### src/rtl/srmc_pkg.sv
// Shared types, codes and constants of the stepper ramp motion controller.
`default_nettype none

package srmc_pkg;

    // Default and ceiling of the channel count parameter.
    localparam int CHANNELS_DEFAULT = 3;
    localparam int CHANNELS_MAX     = 16;

    // Number of channels that have a home switch bit.
    localparam int HOME_BITS = 3;

    // Field widths.
    localparam int OP_W     = 3;
    localparam int CH_W     = 2;
    localparam int POS_W    = 16;
    localparam int PER_W    = 8;
    localparam int HOME_W   = 3;

    // Ramp arithmetic. The scale factor is 8*(d+1)/ramp, at most 20 bits wide.
    // Its square only matters below 128, so it fits in 14 bits.
    localparam int DIV_DW         = 20;
    localparam int DIV_VW         = 14;
    localparam int SF_SMALL_W     = 7;
    localparam int Q_W            = 14;
    localparam int RAMP_SCALE_SH  = 3;
    localparam int RAMP_NUMERATOR = 16320;
    localparam logic [PER_W-1:0] PERIOD_MAX = 8'd255;

    typedef enum logic [OP_W-1:0] {
        OP_MOVE   = 3'd0,
        OP_STEP   = 3'd1,
        OP_HOME   = 3'd2,
        OP_STOP   = 3'd3,
        OP_SETPOS = 3'd4,
        OP_QUERY  = 3'd5
    } op_t;

    typedef enum logic [3:0] {
        S_IDLE,
        S_APPLY,
        S_DIST,
        S_DIVA_GO,
        S_DIVA,
        S_SQUARE,
        S_DIVB_GO,
        S_DIVB,
        S_PERIOD,
        S_OUT
    } state_t;

    // Commands from the controller to the datapath.
    typedef struct packed {
        logic capture;
        logic apply;
        logic load_dist;
        logic div_start;
        logic div_sel;
        logic take_sf;
        logic square;
        logic take_q;
        logic set_period;
        logic load_out;
    } srmc_cmd_t;

    // Status from the datapath to the controller.
    typedef struct packed {
        logic need_ramp;
        logic div_busy;
        logic div_done;
        logic sf_special;
    } srmc_sts_t;

endpackage

`default_nettype wire

### src/rtl/stepper_ramp_motion_controller_unit.sv
// Top level of the multi-channel stepper ramp motion controller.
`default_nettype none

// Multi-channel stepper motion controller with a trapezoidal speed ramp. Each
// input word carries one operation (move, step tick, home switches, stop, set
// position, query) for one channel, and produces exactly one result word with
// that channel's position, motion flag, direction and step period after the
// operation; a channel number at or above CHANNELS gives an all-zero result.
// Words are processed one at a time. Operations without ramp arithmetic go
// from the apply step straight to the output step. A step tick on a moving
// channel with a nonzero ramp length computes the period 16320/sf^2 with a
// single radix-2 restoring divider that produces one quotient bit per cycle,
// used once for the scale factor sf = 8*(d+1)/ramp and once more for the
// period, with a short distance, squaring and clamping step around it; when
// sf is zero or 128 or more the second division is skipped. The result sits
// in an output register, so the next word is accepted while an earlier
// result still waits for the downstream side to drop stall.
module stepper_ramp_motion_controller_unit #(
    parameter int CHANNELS = srmc_pkg::CHANNELS_DEFAULT
) (
    input  wire logic                                clk,
    input  wire logic                                rst_n,
    input  wire logic                                in_valid,
    output logic                                     in_stall,
    input  wire logic [srmc_pkg::OP_W-1:0]           operation,
    input  wire logic [srmc_pkg::CH_W-1:0]           channel,
    input  wire logic signed [srmc_pkg::POS_W-1:0]   target_position,
    input  wire logic [srmc_pkg::PER_W-1:0]          min_period,
    input  wire logic [srmc_pkg::PER_W-1:0]          ramp_period,
    input  wire logic [srmc_pkg::HOME_W-1:0]         home_closed,
    output logic                                     out_valid,
    input  wire logic                                out_stall,
    output logic signed [srmc_pkg::POS_W-1:0]        position,
    output logic                                     in_motion,
    output logic                                     direction,
    output logic [srmc_pkg::PER_W-1:0]               step_period
);

    // Command and status between the sequencer and the datapath.
    srmc_pkg::srmc_cmd_t cmd;
    srmc_pkg::srmc_sts_t sts;

    srmc_ctrl u_ctrl (
        .clk       (clk),
        .rst_n     (rst_n),
        .in_valid  (in_valid),
        .in_stall  (in_stall),
        .out_valid (out_valid),
        .out_stall (out_stall),
        .cmd       (cmd),
        .sts       (sts)
    );

    // The datapath holds all channel state, the shared divider and the
    // output word register; it only acts on commands from the sequencer.
    srmc_datapath #(
        .CHANNELS (CHANNELS)
    ) u_datapath (
        .clk             (clk),
        .rst_n           (rst_n),
        .cmd             (cmd),
        .sts             (sts),
        .operation       (operation),
        .channel         (channel),
        .target_position (target_position),
        .min_period      (min_period),
        .ramp_period     (ramp_period),
        .home_closed     (home_closed),
        .position        (position),
        .in_motion       (in_motion),
        .direction       (direction),
        .step_period     (step_period)
    );

endmodule

`default_nettype wire

### src/rtl/srmc_div.sv
// Restoring divider that produces one quotient bit per clock cycle.
`default_nettype none

module srmc_div (
    input  wire logic                        clk,
    input  wire logic                        rst_n,
    input  wire logic                        start,
    input  wire logic [srmc_pkg::DIV_DW-1:0] dividend,
    input  wire logic [srmc_pkg::DIV_VW-1:0] divisor,
    output logic                             busy,
    output logic                             done,
    output logic [srmc_pkg::DIV_DW-1:0]      quotient
);

    localparam int DW  = srmc_pkg::DIV_DW;
    localparam int VW  = srmc_pkg::DIV_VW;
    localparam int CNW = $clog2(DW);
    localparam logic [CNW-1:0] LAST = CNW'(DW - 1);

    logic [VW-1:0]  rem_reg;
    logic [DW-1:0]  quo_reg;
    logic [VW-1:0]  dvs_reg;
    logic [CNW-1:0] cnt_reg;
    logic           busy_reg;
    logic           done_reg;

    logic [VW:0]    trial;
    logic [VW:0]    diff;
    logic           fits;

    assign trial = {rem_reg, quo_reg[DW-1]};
    assign diff  = trial - {1'b0, dvs_reg};
    assign fits  = trial >= {1'b0, dvs_reg};

    always_ff @(posedge clk or negedge rst_n)
    begin
        if (!rst_n)
        begin
            busy_reg <= 1'b0;
            done_reg <= 1'b0;
            cnt_reg  <= '0;
        end
        else
        begin
            done_reg <= 1'b0;
            if (start)
            begin
                busy_reg <= 1'b1;
                cnt_reg  <= '0;
            end
            else if (busy_reg)
            begin
                cnt_reg <= cnt_reg + 1'b1;
                if (cnt_reg == LAST)
                begin
                    busy_reg <= 1'b0;
                    done_reg <= 1'b1;
                end
            end
        end
    end

    always_ff @(posedge clk)
    begin
        if (start)
        begin
            rem_reg <= '0;
            quo_reg <= dividend;
            dvs_reg <= divisor;
        end
        else if (busy_reg)
        begin
            rem_reg <= fits ? diff[VW-1:0] : trial[VW-1:0];
            quo_reg <= {quo_reg[DW-2:0], fits};
        end
    end

    assign busy     = busy_reg;
    assign done     = done_reg;
    assign quotient = quo_reg;

endmodule

`default_nettype wire

### src/rtl/srmc_datapath.sv
// Datapath: per-channel motion state, ramp arithmetic and the output word register.
`default_nettype none

module srmc_datapath #(
    parameter int CHANNELS = srmc_pkg::CHANNELS_DEFAULT
) (
    input  wire logic                           clk,
    input  wire logic                           rst_n,
    input  wire srmc_pkg::srmc_cmd_t            cmd,
    output srmc_pkg::srmc_sts_t                 sts,
    input  wire logic [srmc_pkg::OP_W-1:0]      operation,
    input  wire logic [srmc_pkg::CH_W-1:0]      channel,
    input  wire logic signed [srmc_pkg::POS_W-1:0] target_position,
    input  wire logic [srmc_pkg::PER_W-1:0]     min_period,
    input  wire logic [srmc_pkg::PER_W-1:0]     ramp_period,
    input  wire logic [srmc_pkg::HOME_W-1:0]    home_closed,
    output logic signed [srmc_pkg::POS_W-1:0]   position,
    output logic                                in_motion,
    output logic                                direction,
    output logic [srmc_pkg::PER_W-1:0]          step_period
);

    localparam int PW   = srmc_pkg::POS_W;
    localparam int RW   = srmc_pkg::PER_W;
    localparam int QW   = srmc_pkg::Q_W;
    localparam int DW   = srmc_pkg::DIV_DW;
    localparam int VW   = srmc_pkg::DIV_VW;
    localparam int SW   = srmc_pkg::SF_SMALL_W;
    localparam int IW   = (CHANNELS > 1) ? $clog2(CHANNELS) : 1;
    localparam int HW   = (CHANNELS > srmc_pkg::HOME_BITS) ? CHANNELS : srmc_pkg::HOME_BITS;

    // Captured input word.
    logic [srmc_pkg::OP_W-1:0]   op_reg;
    logic [srmc_pkg::CH_W-1:0]   ch_reg;
    logic [PW-1:0]               tgt_reg;
    logic [RW-1:0]               pulse_reg;
    logic [RW-1:0]               ramp_reg;
    logic [srmc_pkg::HOME_W-1:0] home_reg;

    // Per-channel state.
    logic [PW-1:0] pos_reg    [CHANNELS];
    logic [PW-1:0] target_reg [CHANNELS];
    logic [PW-1:0] start_reg  [CHANNELS];
    logic [RW-1:0] minp_reg   [CHANNELS];
    logic [RW-1:0] rampp_reg  [CHANNELS];
    logic          moving_reg [CHANNELS];
    logic          dir_reg    [CHANNELS];
    logic [RW-1:0] period_reg [CHANNELS];

    // Ramp working registers.
    logic [PW-1:0] dist_reg;
    logic [DW-1:0] sf_reg;
    logic [VW-1:0] sq_reg;
    logic [QW-1:0] q_reg;

    // Output word register.
    logic [PW-1:0] position_reg;
    logic          in_motion_reg;
    logic          direction_reg;
    logic [RW-1:0] step_period_reg;

    logic [IW-1:0]       idx;
    logic                ch_valid;
    logic [HW-1:0]       home_ext;
    logic [CHANNELS-1:0] home_mask;
    logic [PW-1:0]       cur_pos;
    logic [PW-1:0]       cur_tgt;
    logic [PW-1:0]       cur_start;
    logic                cur_moving;
    logic                cur_dir;
    logic [PW-1:0]       step_pos;
    logic [PW:0]         diff_t;
    logic [PW:0]         diff_s;
    logic [PW-1:0]       abs_t;
    logic [PW-1:0]       abs_s;
    logic [DW-1:0]       div_dividend;
    logic [VW-1:0]       div_divisor;
    logic                div_busy;
    logic                div_done;
    logic [DW-1:0]       div_quotient;
    logic [QW-1:0]       q_floor;
    logic [RW-1:0]       ramp_result;

    assign idx      = IW'(ch_reg);
    assign ch_valid = 5'(ch_reg) < 5'(CHANNELS);
    assign home_ext = HW'(home_reg);

    always_comb
    begin
        for (int i = 0; i < CHANNELS; i++)
        begin
            home_mask[i] = home_ext[i];
        end
    end

    assign cur_pos    = pos_reg[idx];
    assign cur_tgt    = target_reg[idx];
    assign cur_start  = start_reg[idx];
    assign cur_moving = moving_reg[idx];
    assign cur_dir    = dir_reg[idx];

    always_comb
    begin
        if (!cur_moving)
        begin
            step_pos = cur_pos;
        end
        else if (cur_dir)
        begin
            step_pos = cur_pos + 1'b1;
        end
        else
        begin
            step_pos = cur_pos - 1'b1;
        end
    end

    // Distances to target and to start, as 17-bit signed differences and 16-bit magnitudes.
    assign diff_t = {cur_pos[PW-1], cur_pos} - {cur_tgt[PW-1], cur_tgt};
    assign diff_s = {cur_pos[PW-1], cur_pos} - {cur_start[PW-1], cur_start};
    assign abs_t  = diff_t[PW] ? PW'(~diff_t + 1'b1) : diff_t[PW-1:0];
    assign abs_s  = diff_s[PW] ? PW'(~diff_s + 1'b1) : diff_s[PW-1:0];

    always_comb
    begin
        if (cmd.div_sel)
        begin
            div_dividend = DW'(srmc_pkg::RAMP_NUMERATOR);
            div_divisor  = sq_reg;
        end
        else
        begin
            div_dividend = {(PW+1)'(dist_reg) + 1'b1, {srmc_pkg::RAMP_SCALE_SH{1'b0}}};
            div_divisor  = VW'(rampp_reg[idx]);
        end
    end

    srmc_div u_div (
        .clk      (clk),
        .rst_n    (rst_n),
        .start    (cmd.div_start),
        .dividend (div_dividend),
        .divisor  (div_divisor),
        .busy     (div_busy),
        .done     (div_done),
        .quotient (div_quotient)
    );

    // Clamp the ramp period to at least the minimum period and at most 255.
    always_comb
    begin
        q_floor = (q_reg < QW'(minp_reg[idx])) ? QW'(minp_reg[idx]) : q_reg;
        if (q_floor > QW'(srmc_pkg::PERIOD_MAX))
        begin
            ramp_result = srmc_pkg::PERIOD_MAX;
        end
        else
        begin
            ramp_result = q_floor[RW-1:0];
        end
    end

    always_ff @(posedge clk)
    begin
        if (cmd.capture)
        begin
            op_reg    <= operation;
            ch_reg    <= channel;
            tgt_reg   <= target_position;
            pulse_reg <= min_period;
            ramp_reg  <= ramp_period;
            home_reg  <= home_closed;
        end
        if (cmd.load_dist)
        begin
            dist_reg <= (abs_t < abs_s) ? abs_t : abs_s;
        end
        if (cmd.take_sf)
        begin
            sf_reg <= div_quotient;
        end
        if (cmd.square)
        begin
            sq_reg <= sf_reg[SW-1:0] * sf_reg[SW-1:0];
            q_reg  <= (sf_reg == '0) ? QW'(srmc_pkg::PERIOD_MAX) : '0;
        end
        else if (cmd.take_q)
        begin
            q_reg <= div_quotient[QW-1:0];
        end
        if (cmd.load_out)
        begin
            if (ch_valid)
            begin
                position_reg    <= cur_pos;
                in_motion_reg   <= cur_moving;
                direction_reg   <= cur_dir;
                step_period_reg <= period_reg[idx];
            end
            else
            begin
                position_reg    <= '0;
                in_motion_reg   <= 1'b0;
                direction_reg   <= 1'b0;
                step_period_reg <= '0;
            end
        end
    end

    always_ff @(posedge clk or negedge rst_n)
    begin
        if (!rst_n)
        begin
            for (int i = 0; i < CHANNELS; i++)
            begin
                pos_reg[i]    <= '0;
                target_reg[i] <= '0;
                start_reg[i]  <= '0;
                minp_reg[i]   <= '0;
                rampp_reg[i]  <= '0;
                moving_reg[i] <= 1'b0;
                dir_reg[i]    <= 1'b1;
                period_reg[i] <= srmc_pkg::PERIOD_MAX;
            end
        end
        else if (cmd.apply)
        begin
            case (op_reg)
                srmc_pkg::OP_HOME:
                begin
                    for (int i = 0; i < CHANNELS; i++)
                    begin
                        if (home_mask[i])
                        begin
                            moving_reg[i] <= 1'b0;
                            pos_reg[i]    <= '0;
                        end
                    end
                end
                srmc_pkg::OP_MOVE:
                begin
                    if (ch_valid && (tgt_reg != cur_pos))
                    begin
                        start_reg[idx]  <= cur_pos;
                        target_reg[idx] <= tgt_reg;
                        dir_reg[idx]    <= $signed(tgt_reg) > $signed(cur_pos);
                        minp_reg[idx]   <= pulse_reg;
                        rampp_reg[idx]  <= ramp_reg;
                        period_reg[idx] <= srmc_pkg::PERIOD_MAX;
                        moving_reg[idx] <= 1'b1;
                    end
                end
                srmc_pkg::OP_STEP:
                begin
                    if (ch_valid)
                    begin
                        pos_reg[idx] <= step_pos;
                        if (step_pos == cur_tgt)
                        begin
                            moving_reg[idx] <= 1'b0;
                        end
                        if (cur_moving && (rampp_reg[idx] == '0))
                        begin
                            period_reg[idx] <= minp_reg[idx];
                        end
                    end
                end
                srmc_pkg::OP_STOP:
                begin
                    if (ch_valid)
                    begin
                        moving_reg[idx] <= 1'b0;
                    end
                end
                srmc_pkg::OP_SETPOS:
                begin
                    if (ch_valid)
                    begin
                        pos_reg[idx] <= tgt_reg;
                    end
                end
                default:
                begin
                end
            endcase
        end
        else if (cmd.set_period)
        begin
            period_reg[idx] <= ramp_result;
        end
    end

    always_comb
    begin
        sts.need_ramp  = ch_valid && (op_reg == srmc_pkg::OP_STEP) && cur_moving
                         && (rampp_reg[idx] != '0);
        sts.div_busy   = div_busy;
        sts.div_done   = div_done;
        sts.sf_special = (sf_reg == '0) || (sf_reg[DW-1:SW] != '0);
    end

    assign position    = position_reg;
    assign in_motion   = in_motion_reg;
    assign direction   = direction_reg;
    assign step_period = step_period_reg;

endmodule

`default_nettype wire

### src/rtl/srmc_ctrl.sv
// Controller state machine that sequences each word through the datapath.
`default_nettype none

module srmc_ctrl (
    input  wire logic                 clk,
    input  wire logic                 rst_n,
    input  wire logic                 in_valid,
    output logic                      in_stall,
    output logic                      out_valid,
    input  wire logic                 out_stall,
    output srmc_pkg::srmc_cmd_t       cmd,
    input  wire srmc_pkg::srmc_sts_t  sts
);

    srmc_pkg::state_t state_reg;
    srmc_pkg::state_t state_next;
    logic             out_valid_reg;
    logic             out_valid_next;
    logic             slot_free;

    assign slot_free = !out_valid_reg || !out_stall;

    always_ff @(posedge clk or negedge rst_n)
    begin
        if (!rst_n)
        begin
            state_reg     <= srmc_pkg::S_IDLE;
            out_valid_reg <= 1'b0;
        end
        else
        begin
            state_reg     <= state_next;
            out_valid_reg <= out_valid_next;
        end
    end

    always_comb
    begin
        state_next = state_reg;
        cmd        = '0;
        case (state_reg)
            srmc_pkg::S_IDLE:
            begin
                if (in_valid)
                begin
                    cmd.capture = 1'b1;
                    state_next  = srmc_pkg::S_APPLY;
                end
            end
            srmc_pkg::S_APPLY:
            begin
                cmd.apply  = 1'b1;
                state_next = sts.need_ramp ? srmc_pkg::S_DIST : srmc_pkg::S_OUT;
            end
            srmc_pkg::S_DIST:
            begin
                cmd.load_dist = 1'b1;
                state_next    = srmc_pkg::S_DIVA_GO;
            end
            srmc_pkg::S_DIVA_GO:
            begin
                cmd.div_start = 1'b1;
                state_next    = srmc_pkg::S_DIVA;
            end
            srmc_pkg::S_DIVA:
            begin
                if (sts.div_done)
                begin
                    cmd.take_sf = 1'b1;
                    state_next  = srmc_pkg::S_SQUARE;
                end
            end
            srmc_pkg::S_SQUARE:
            begin
                cmd.square = 1'b1;
                state_next = sts.sf_special ? srmc_pkg::S_PERIOD : srmc_pkg::S_DIVB_GO;
            end
            srmc_pkg::S_DIVB_GO:
            begin
                cmd.div_sel   = 1'b1;
                cmd.div_start = 1'b1;
                state_next    = srmc_pkg::S_DIVB;
            end
            srmc_pkg::S_DIVB:
            begin
                cmd.div_sel = 1'b1;
                if (sts.div_done)
                begin
                    cmd.take_q = 1'b1;
                    state_next = srmc_pkg::S_PERIOD;
                end
            end
            srmc_pkg::S_PERIOD:
            begin
                cmd.set_period = 1'b1;
                state_next     = srmc_pkg::S_OUT;
            end
            srmc_pkg::S_OUT:
            begin
                if (slot_free)
                begin
                    cmd.load_out = 1'b1;
                    state_next   = srmc_pkg::S_IDLE;
                end
            end
            default:
            begin
                state_next = srmc_pkg::S_IDLE;
            end
        endcase
    end

    always_comb
    begin
        if (cmd.load_out)
        begin
            out_valid_next = 1'b1;
        end
        else if (out_valid_reg && !out_stall)
        begin
            out_valid_next = 1'b0;
        end
        else
        begin
            out_valid_next = out_valid_reg;
        end
    end

    assign in_stall  = state_reg != srmc_pkg::S_IDLE;
    assign out_valid = out_valid_reg;

    // The divider is never restarted while it is still iterating.
    a_div_start_idle: assert property (@(posedge clk) disable iff (!rst_n)
        cmd.div_start |-> !sts.div_busy)
        else $error("divider started while busy");

    // A waiting result word is never overwritten.
    a_no_overwrite: assert property (@(posedge clk) disable iff (!rst_n)
        (out_valid_reg && out_stall) |-> !cmd.load_out)
        else $error("output word overwritten while stalled");

    // The wait for a quotient only ends when the divider reports done.
    a_diva_wait: assert property (@(posedge clk) disable iff (!rst_n)
        (state_reg == srmc_pkg::S_DIVA && !sts.div_done) |=> (state_reg == srmc_pkg::S_DIVA))
        else $error("left first division early");

    // An accepted word always goes to the apply step next.
    a_accept_apply: assert property (@(posedge clk) disable iff (!rst_n)
        (in_valid && !in_stall) |=> (state_reg == srmc_pkg::S_APPLY))
        else $error("accepted word not applied");

endmodule

`default_nettype wire
### config.mk
export PLATFORM = sky130hd
export DESIGN_NAME = stepper_ramp_motion_controller_unit
export DESIGN_NICKNAME = d
export VERILOG_FILES = /design/src/rtl/srmc_pkg.sv /design/src/rtl/stepper_ramp_motion_controller_unit.sv /design/src/rtl/srmc_div.sv /design/src/rtl/srmc_datapath.sv /design/src/rtl/srmc_ctrl.sv
export SDC_FILE = /design/constraint.sdc
export NUM_CORES = 1
export LEC_CHECK = 0
export BUFFER_PORTS_ARGS = -buffer_cell sky130_fd_sc_hd__buf_2
export CORE_MARGIN = 5
export CORE_UTILIZATION = 28
export DETAILED_ROUTE_END_ITERATION = 10
export SLEW_MARGIN = 15
export SYNTH_ARGS = -nofsm -noshare
export SYNTH_HDL_FRONTEND = slang
export SYNTH_SLANG_ARGS = --single-unit
### constraint.sdc
create_clock -name clk -period 14.3 [get_ports clk]
set_input_delay 0.715 -clock clk [delete_from_list [all_inputs] [get_ports clk]]
set_output_delay 0.715 -clock clk [all_outputs]
set_load 0.02 [all_outputs]
==> metrics, run 1 <==
final net count=2,671; Area Overhead vs Synth=12.3%; setup TNS=0 ns; largest net degree at the start of global routing=between 150 and 200; CTS Sinks=about 400; Worst Path Arrival=between 7 and 8 ns; postcts setup bufs=0; GRT Util Overall=approximately 14%; layout cell share with drive strength beyond 1=13.2%; Final Hold Viols=0; ys async rst share=around 57%; core area=about 88,000 um^2; Post-Syn Area per Cell=between 10 and 15 um^2; first-pass GRT wire length=108 mm; post-synthesis sequential area ratio=44.8%; ANT nets after route=0; Clk pin slew, worst setup/hold paths=0.06 ns; DP Wirelength=48.5 mm; post-CTS resize count=0; setup violators final=0; grt total ovfl=0; RePlAce Congestion=roughly 0.87; chip width=about 310 um; maximum buffer depth of the clock tree=3; Vias/cell=approximately 5.1; Critical Path Source Type=flip-flop; drt initial violations=approximately 1,600; most frequent cells in the layout=nor2_1 (213), dfrtp_1 (207), a21oi_1 (203); num ports=between 70 and 80; via count=18,900; RSZ-0062 raised after global routing=no; DRC=0; number of flops mapped to enable cells by yosys=between 150 and 200; # diodes=0; crit path kind=reg -> reg; vias in the first global route=18,600; # port buffers=71; Max FO, Critical Path=between 40 and 50; Synth Net Count=~2,600; Seq cells post-synth=between 400 and 500; Clock Skew=~0.036 ns; Clock Latency Late Sink=roughly 0.60 ns; die area=approximately 94,000 um^2; Die Ht=307 um; Final Max Slew Viols=0; Top FF cell, synth=dfrtp_1; row count=approximately 110; HP Class=in -> async; Slew headroom=a little over a quarter; Mapped Cells=about 2,500; DRT Pass-1 Iters=7; commonest non-fill, non-tap cell in the layout=nor2_1; CTS Root Cell=clkbuf_16; max cap viols=0; CTS Hold Bufs=0; total CTS buffers=44; WHS=about 0.087 ns; H-tree depth=2; WL/cell=18.6 um; synth warn=0; Req. time, crit path=14.60 ns; routed wire length=roughly 68 mm; distinct cell type count after synthesis=100; fin crit share=50.2%; CTS tree=done; minimum clock period=a little over 7 ns; fmax=between 100 and 150 MHz; worst-margin pin slew=roughly 1.1 ns; Mapped Area=~25,000 um^2; initial antenna violation count=0; status=finished clean; CP Capture Type=flip-flop; filler instances=~9,000; Starting Density=28.1%
[worst max-delay path: stages, from the launching register on]
cell and delay, ns:
edfxtp_1 0.32, buf_4 0.72, nor2b_4 0.06, buf_4 0.36
a21oi_1 0.64, inv_1 0.24, ha_1 0.48, o21ai_1 0.19
o211a_1 0.25, nor4_2 0.53, o2111ai_1 0.28, a211oi_1 0.32
nand2_1 0.15, o41ai_2 0.49, nand2_1 0.12, xnor2_1 0.17
ha_1 0.30, nand4_1 0.11, nor3_1 0.39, a21o_1 0.56
a21oi_1 0.17
[logic make-up after synthesis]
kind of cell / synth area share (%)
adders and majority gates: 7.81
AOI/OAI and AO/OA: 18.6
xor gates and xnor gates: 3.88
and+or+nand+nor: 12.3
muxes: 8.38
DFF: 44.8
buffers and inverters: 4.25
[per-stage QoR]
step	setup WS, ns	utilization [%]	std cells	area [um^2]
global route	6.48	31.6	3684	27800
floorplan	7.75	-	2450	24700
CTS	7.10	31.6	3684	27800
detailed placement	7.14	29.9	3603	26300
global placement	7.16	29.9	3603	26300
finish	7.12	31.6	3684	27800
[routing by layer]
metal,global-route usage [%],part of all wire [%]
met2,23.9,47
met5,0,0
met4,4.30,3.2
met3,2.29,5.0
met1,19.0,45
[Yosys cell counts (all sizes together) (17+ instances only)]
master	instances	area, um^2
mux2	98	1100
edfxtp	163	4890
nand4	22	138
a21o	34	255
and3	34	213
mux2i	96	968
dfrtp	207	5180
o21ai	194	971
a22oi	18	135
inv	131	494
nor2	218	823
xnor2	61	534
nand3	30	150
nand2	156	586
buf	41	278
fa	19	380
nand2b	19	119
and2	31	194
nor2b	18	115
a211oi	42	325
o21a	34	255
xor2	46	403
a21oi	215	1120
a31oi	17	106
nor3	36	185
ha	124	1550
clkbuf	73	274
o31ai	36	270
dfstp	27	709
[layout make-up]
type                    count  area, um^2  share of cell area, %
inverters                 132         498                   1.79
clock buffers              61        1250                   4.49
repair buffers            102         611                   2.20
clock inverters            20         215                  0.775
flip-flops and latches    411       11100                   39.8
well taps                1165        1460                   5.25
multi-input cells        1793       12700                   45.7
[final timing paths]
path	startpoint	end	slack (ns)	depth (start not counted)
max	u_datapath.ch_reg[0]	u_datapath.dist_reg[1]	7.12	20
min	rst_n	u_datapath.start_reg[46]	0.09	1
max reg2reg	u_datapath.ch_reg[0]	u_datapath.dist_reg[1]	7.12	20
min reg2reg	u_datapath.u_div.quotient[18]	u_datapath.sf_reg[18]	0.46	0
max in group asynchronous	rst_n	u_datapath.u_div.cnt_reg[3]	12.71	2
min in group clk	target_position[11]	u_datapath.tgt_reg[11]	0.29	1
Power of run 1 is not shown: default switching activity piles up to over one toggle a cycle in this logic, so the estimate is an artifact.
==> inputs of run 2 (changes only) <==
==> constraint.sdc (replaced) <==
create_clock -name clk -period 6.5 [get_ports clk]
set_input_delay 0.325 -clock clk [delete_from_list [all_inputs] [get_ports clk]]
set_output_delay 0.325 -clock clk [all_outputs]
set_load 0.02 [all_outputs]
==> metrics, run 2 (same netlist as run 1, synthesis figures left out) <==
status=finished clean; CTS Root Cell=clkbuf_16; Req. time, crit path=6.82 ns (-7.78 ns); Clock Latency Late Sink=0.59 ns (about the same); num ports=72 (unchanged); CP Capture Type=flip-flop; layout cell share with drive strength beyond 1=13.7% (+0.53 points); most frequent cells in the layout=nor2_1 (213), dfrtp_1 (207), a21oi_1 (203); hold path startpoint=out_stall; fin crit share=92.6% (+42 points); GRT Util Overall=14.5% (+0.28 points); setup TNS=0 ns (unchanged); Worst Reg-to-Reg Cells=23 (+15%); cells along the critical path=buf_4 -> buf_12 -> mux2i_1 -> o2bb2ai_1 -> inv_1 -> ha_1 -> a211oi_1 -> o21ai_1 -> a21oi_1 -> o211ai_1 -> xor2_1 -> or4b_1 -> o21ai_1 -> xor2_1 -> inv_1 -> ha_1 -> a21o_1 -> a21o_1 -> a21oi_1 -> o21ai_0 -> a21o_2 -> nand4_1 -> nand3_1; Worst Path Arrival=6.33 ns (-1.15 ns); worst-margin pin slew=1.14 ns (+0.0448 ns); die area=94,300 um^2 (unchanged); RePlAce Congestion=0.918 (+5.3%); drt initial violations=1,623 (+2.8%); Area Overhead vs Synth=14.7%; DP Wirelength=49.9 mm (+2.8%); vias in the first global route=19,100 (+2.7%); pre-CTS WS=0.224 ns (-6.92 ns); # diodes=0 (unchanged); setup violators final=0 (unchanged); Final Hold Viols=0 (unchanged); core area=88,000 um^2 (unchanged); Vias/cell=5.10 (-0.69%); Max FO, Critical Path=35 (-29%); Die Ht=307 um (unchanged); max cap viols=0 (unchanged); commonest non-fill, non-tap cell in the layout=nor2_1; critical path's slowest cell=or4b_1; Final Util=32.2% (+0.66 points); via count=19,100 (+1.0%); Worst Path Buf+Inv=4 (+1); CTS tree=done; Slew headroom=23.9% (-3.0 points); CTS Sinks=411 (unchanged); Final Max Slew Viols=0 (unchanged); row count=109 (unchanged); FF-to-FF End=u_datapath.dist_reg[15]; Largest delay share family, worst path=compound AO/OA/AOI/OAI gates; Reg2Reg Setup Slack=0.48 ns (-6.63 ns); ANT nets after route=0 (unchanged); Reg-to-Reg Start=u_datapath.ch_reg[0]; crit path kind=reg -> reg; Critical path origin=u_datapath.ch_reg[0]; RSZ-0062 raised after global routing=no; # port buffers=71 (unchanged); Setup WS post-layout=0.483 ns (-6.63 ns); Critical Path Source Type=flip-flop; fmax=166 MHz (+19%); Starting Density=28.1% (unchanged); HP Class=in -> reg; final net count=2,735 (+2.4%); minimum clock period=6.02 ns (-1.17 ns); maximum buffer depth of the clock tree=3 (unchanged); initial antenna violation count=0 (unchanged); chip width=307 um (unchanged); WL/cell=18.7 um (+0.50%); routed wire length=70.0 mm (+2.2%); DRT Pass-1 Iters=5 (-2); slowest stage delay, CP=0.53 ns (-0.19 ns); Hold Crit Depth=3; largest net degree at the start of global routing=116 (-25%); first-pass GRT wire length=110 mm (+1.7%); total CTS buffers=43 (-2.3%); DRC=0 (unchanged); grt total ovfl=0 (unchanged); Clk pin slew, worst setup/hold paths=0.06 ns (about the same); Clock Skew=0.0226 ns (-0.0129 ns); H-tree depth=2 (unchanged); Hold EP=u_ctrl.out_valid
-- run 2: cell types whose count changed in the layout (fill, tap and decap cells not counted), sizes merged --
cell,before,now
buf,102,126
bufinv,4,5
clkbuf,61,54
clkinv,10,17
clkinvlp,1,2
dlygate4sd3,0,41
inv,137,133
-- run 2: worst min-delay path, stage by stage --
cell	delay, ns
buf_2	0.12
nand2_1	0.12
nand2_1	0.08
-- run 2: stage by stage --
step / hold WS, ns / cell area [um^2] / cells
2_1_floorplan: 0.0294 / 24700 / 2450
3_3_place_gp: 0.434 / 26500 / 3624
3_5_place_dp: 0.438 / 26500 / 3624
4_1_cts: 0.0728 / 28300 / 3744
5_1_grt: 0.105 / 28400 / 3747
6_report: 0.104 / 28400 / 3747
-- run 2: worst max path at each step --
| stage | depth (start not counted) | slack [ns] | to |
|---|---|---|---|
| floorplan | 30 | 0.15 | u_datapath.dist_reg[4] |
| global placement | 23 | 0.34 | u_datapath.dist_reg[15] |
| detailed placement | 20 | 0.22 | u_datapath.dist_reg[13] |
| CTS | 20 | 0.16 | u_datapath.dist_reg[13] |
| global route | 23 | 0.11 | u_datapath.dist_reg[15] |
| finish | 23 | 0.48 | u_datapath.dist_reg[15] |
-- run 2: repair_timing --
item                                   4_1_cts  5_1_grt
gates resized for setup                      0        2
buffers inserted                             0        3
hold buffers                                41        0
setup endpoints to repair                    0       15
endpoints found under the hold margin      150        0
-- run 2: routing by layer --
layer	global-route usage (%)	routed length (um)
met1	19.4	31300
met2	23.8	32200
met3	2.71	4040
met4	5.03	2460
met5	0	0
-- run 2: layout make-up --
| type | instances | area, um^2 |
|---|---|---|
| clock buffer | 54 | 1170 |
| multi-input combinational | 1793 | 12700 |
| sequential | 411 | 11100 |
| clock inverter | 25 | 270 |
| tap | 1165 | 1460 |
| timing repair buffer | 167 | 1210 |
| inverter | 132 | 498 |
| fill | 8985 | 59600 |
Power of run 2 is left out for the same reason.
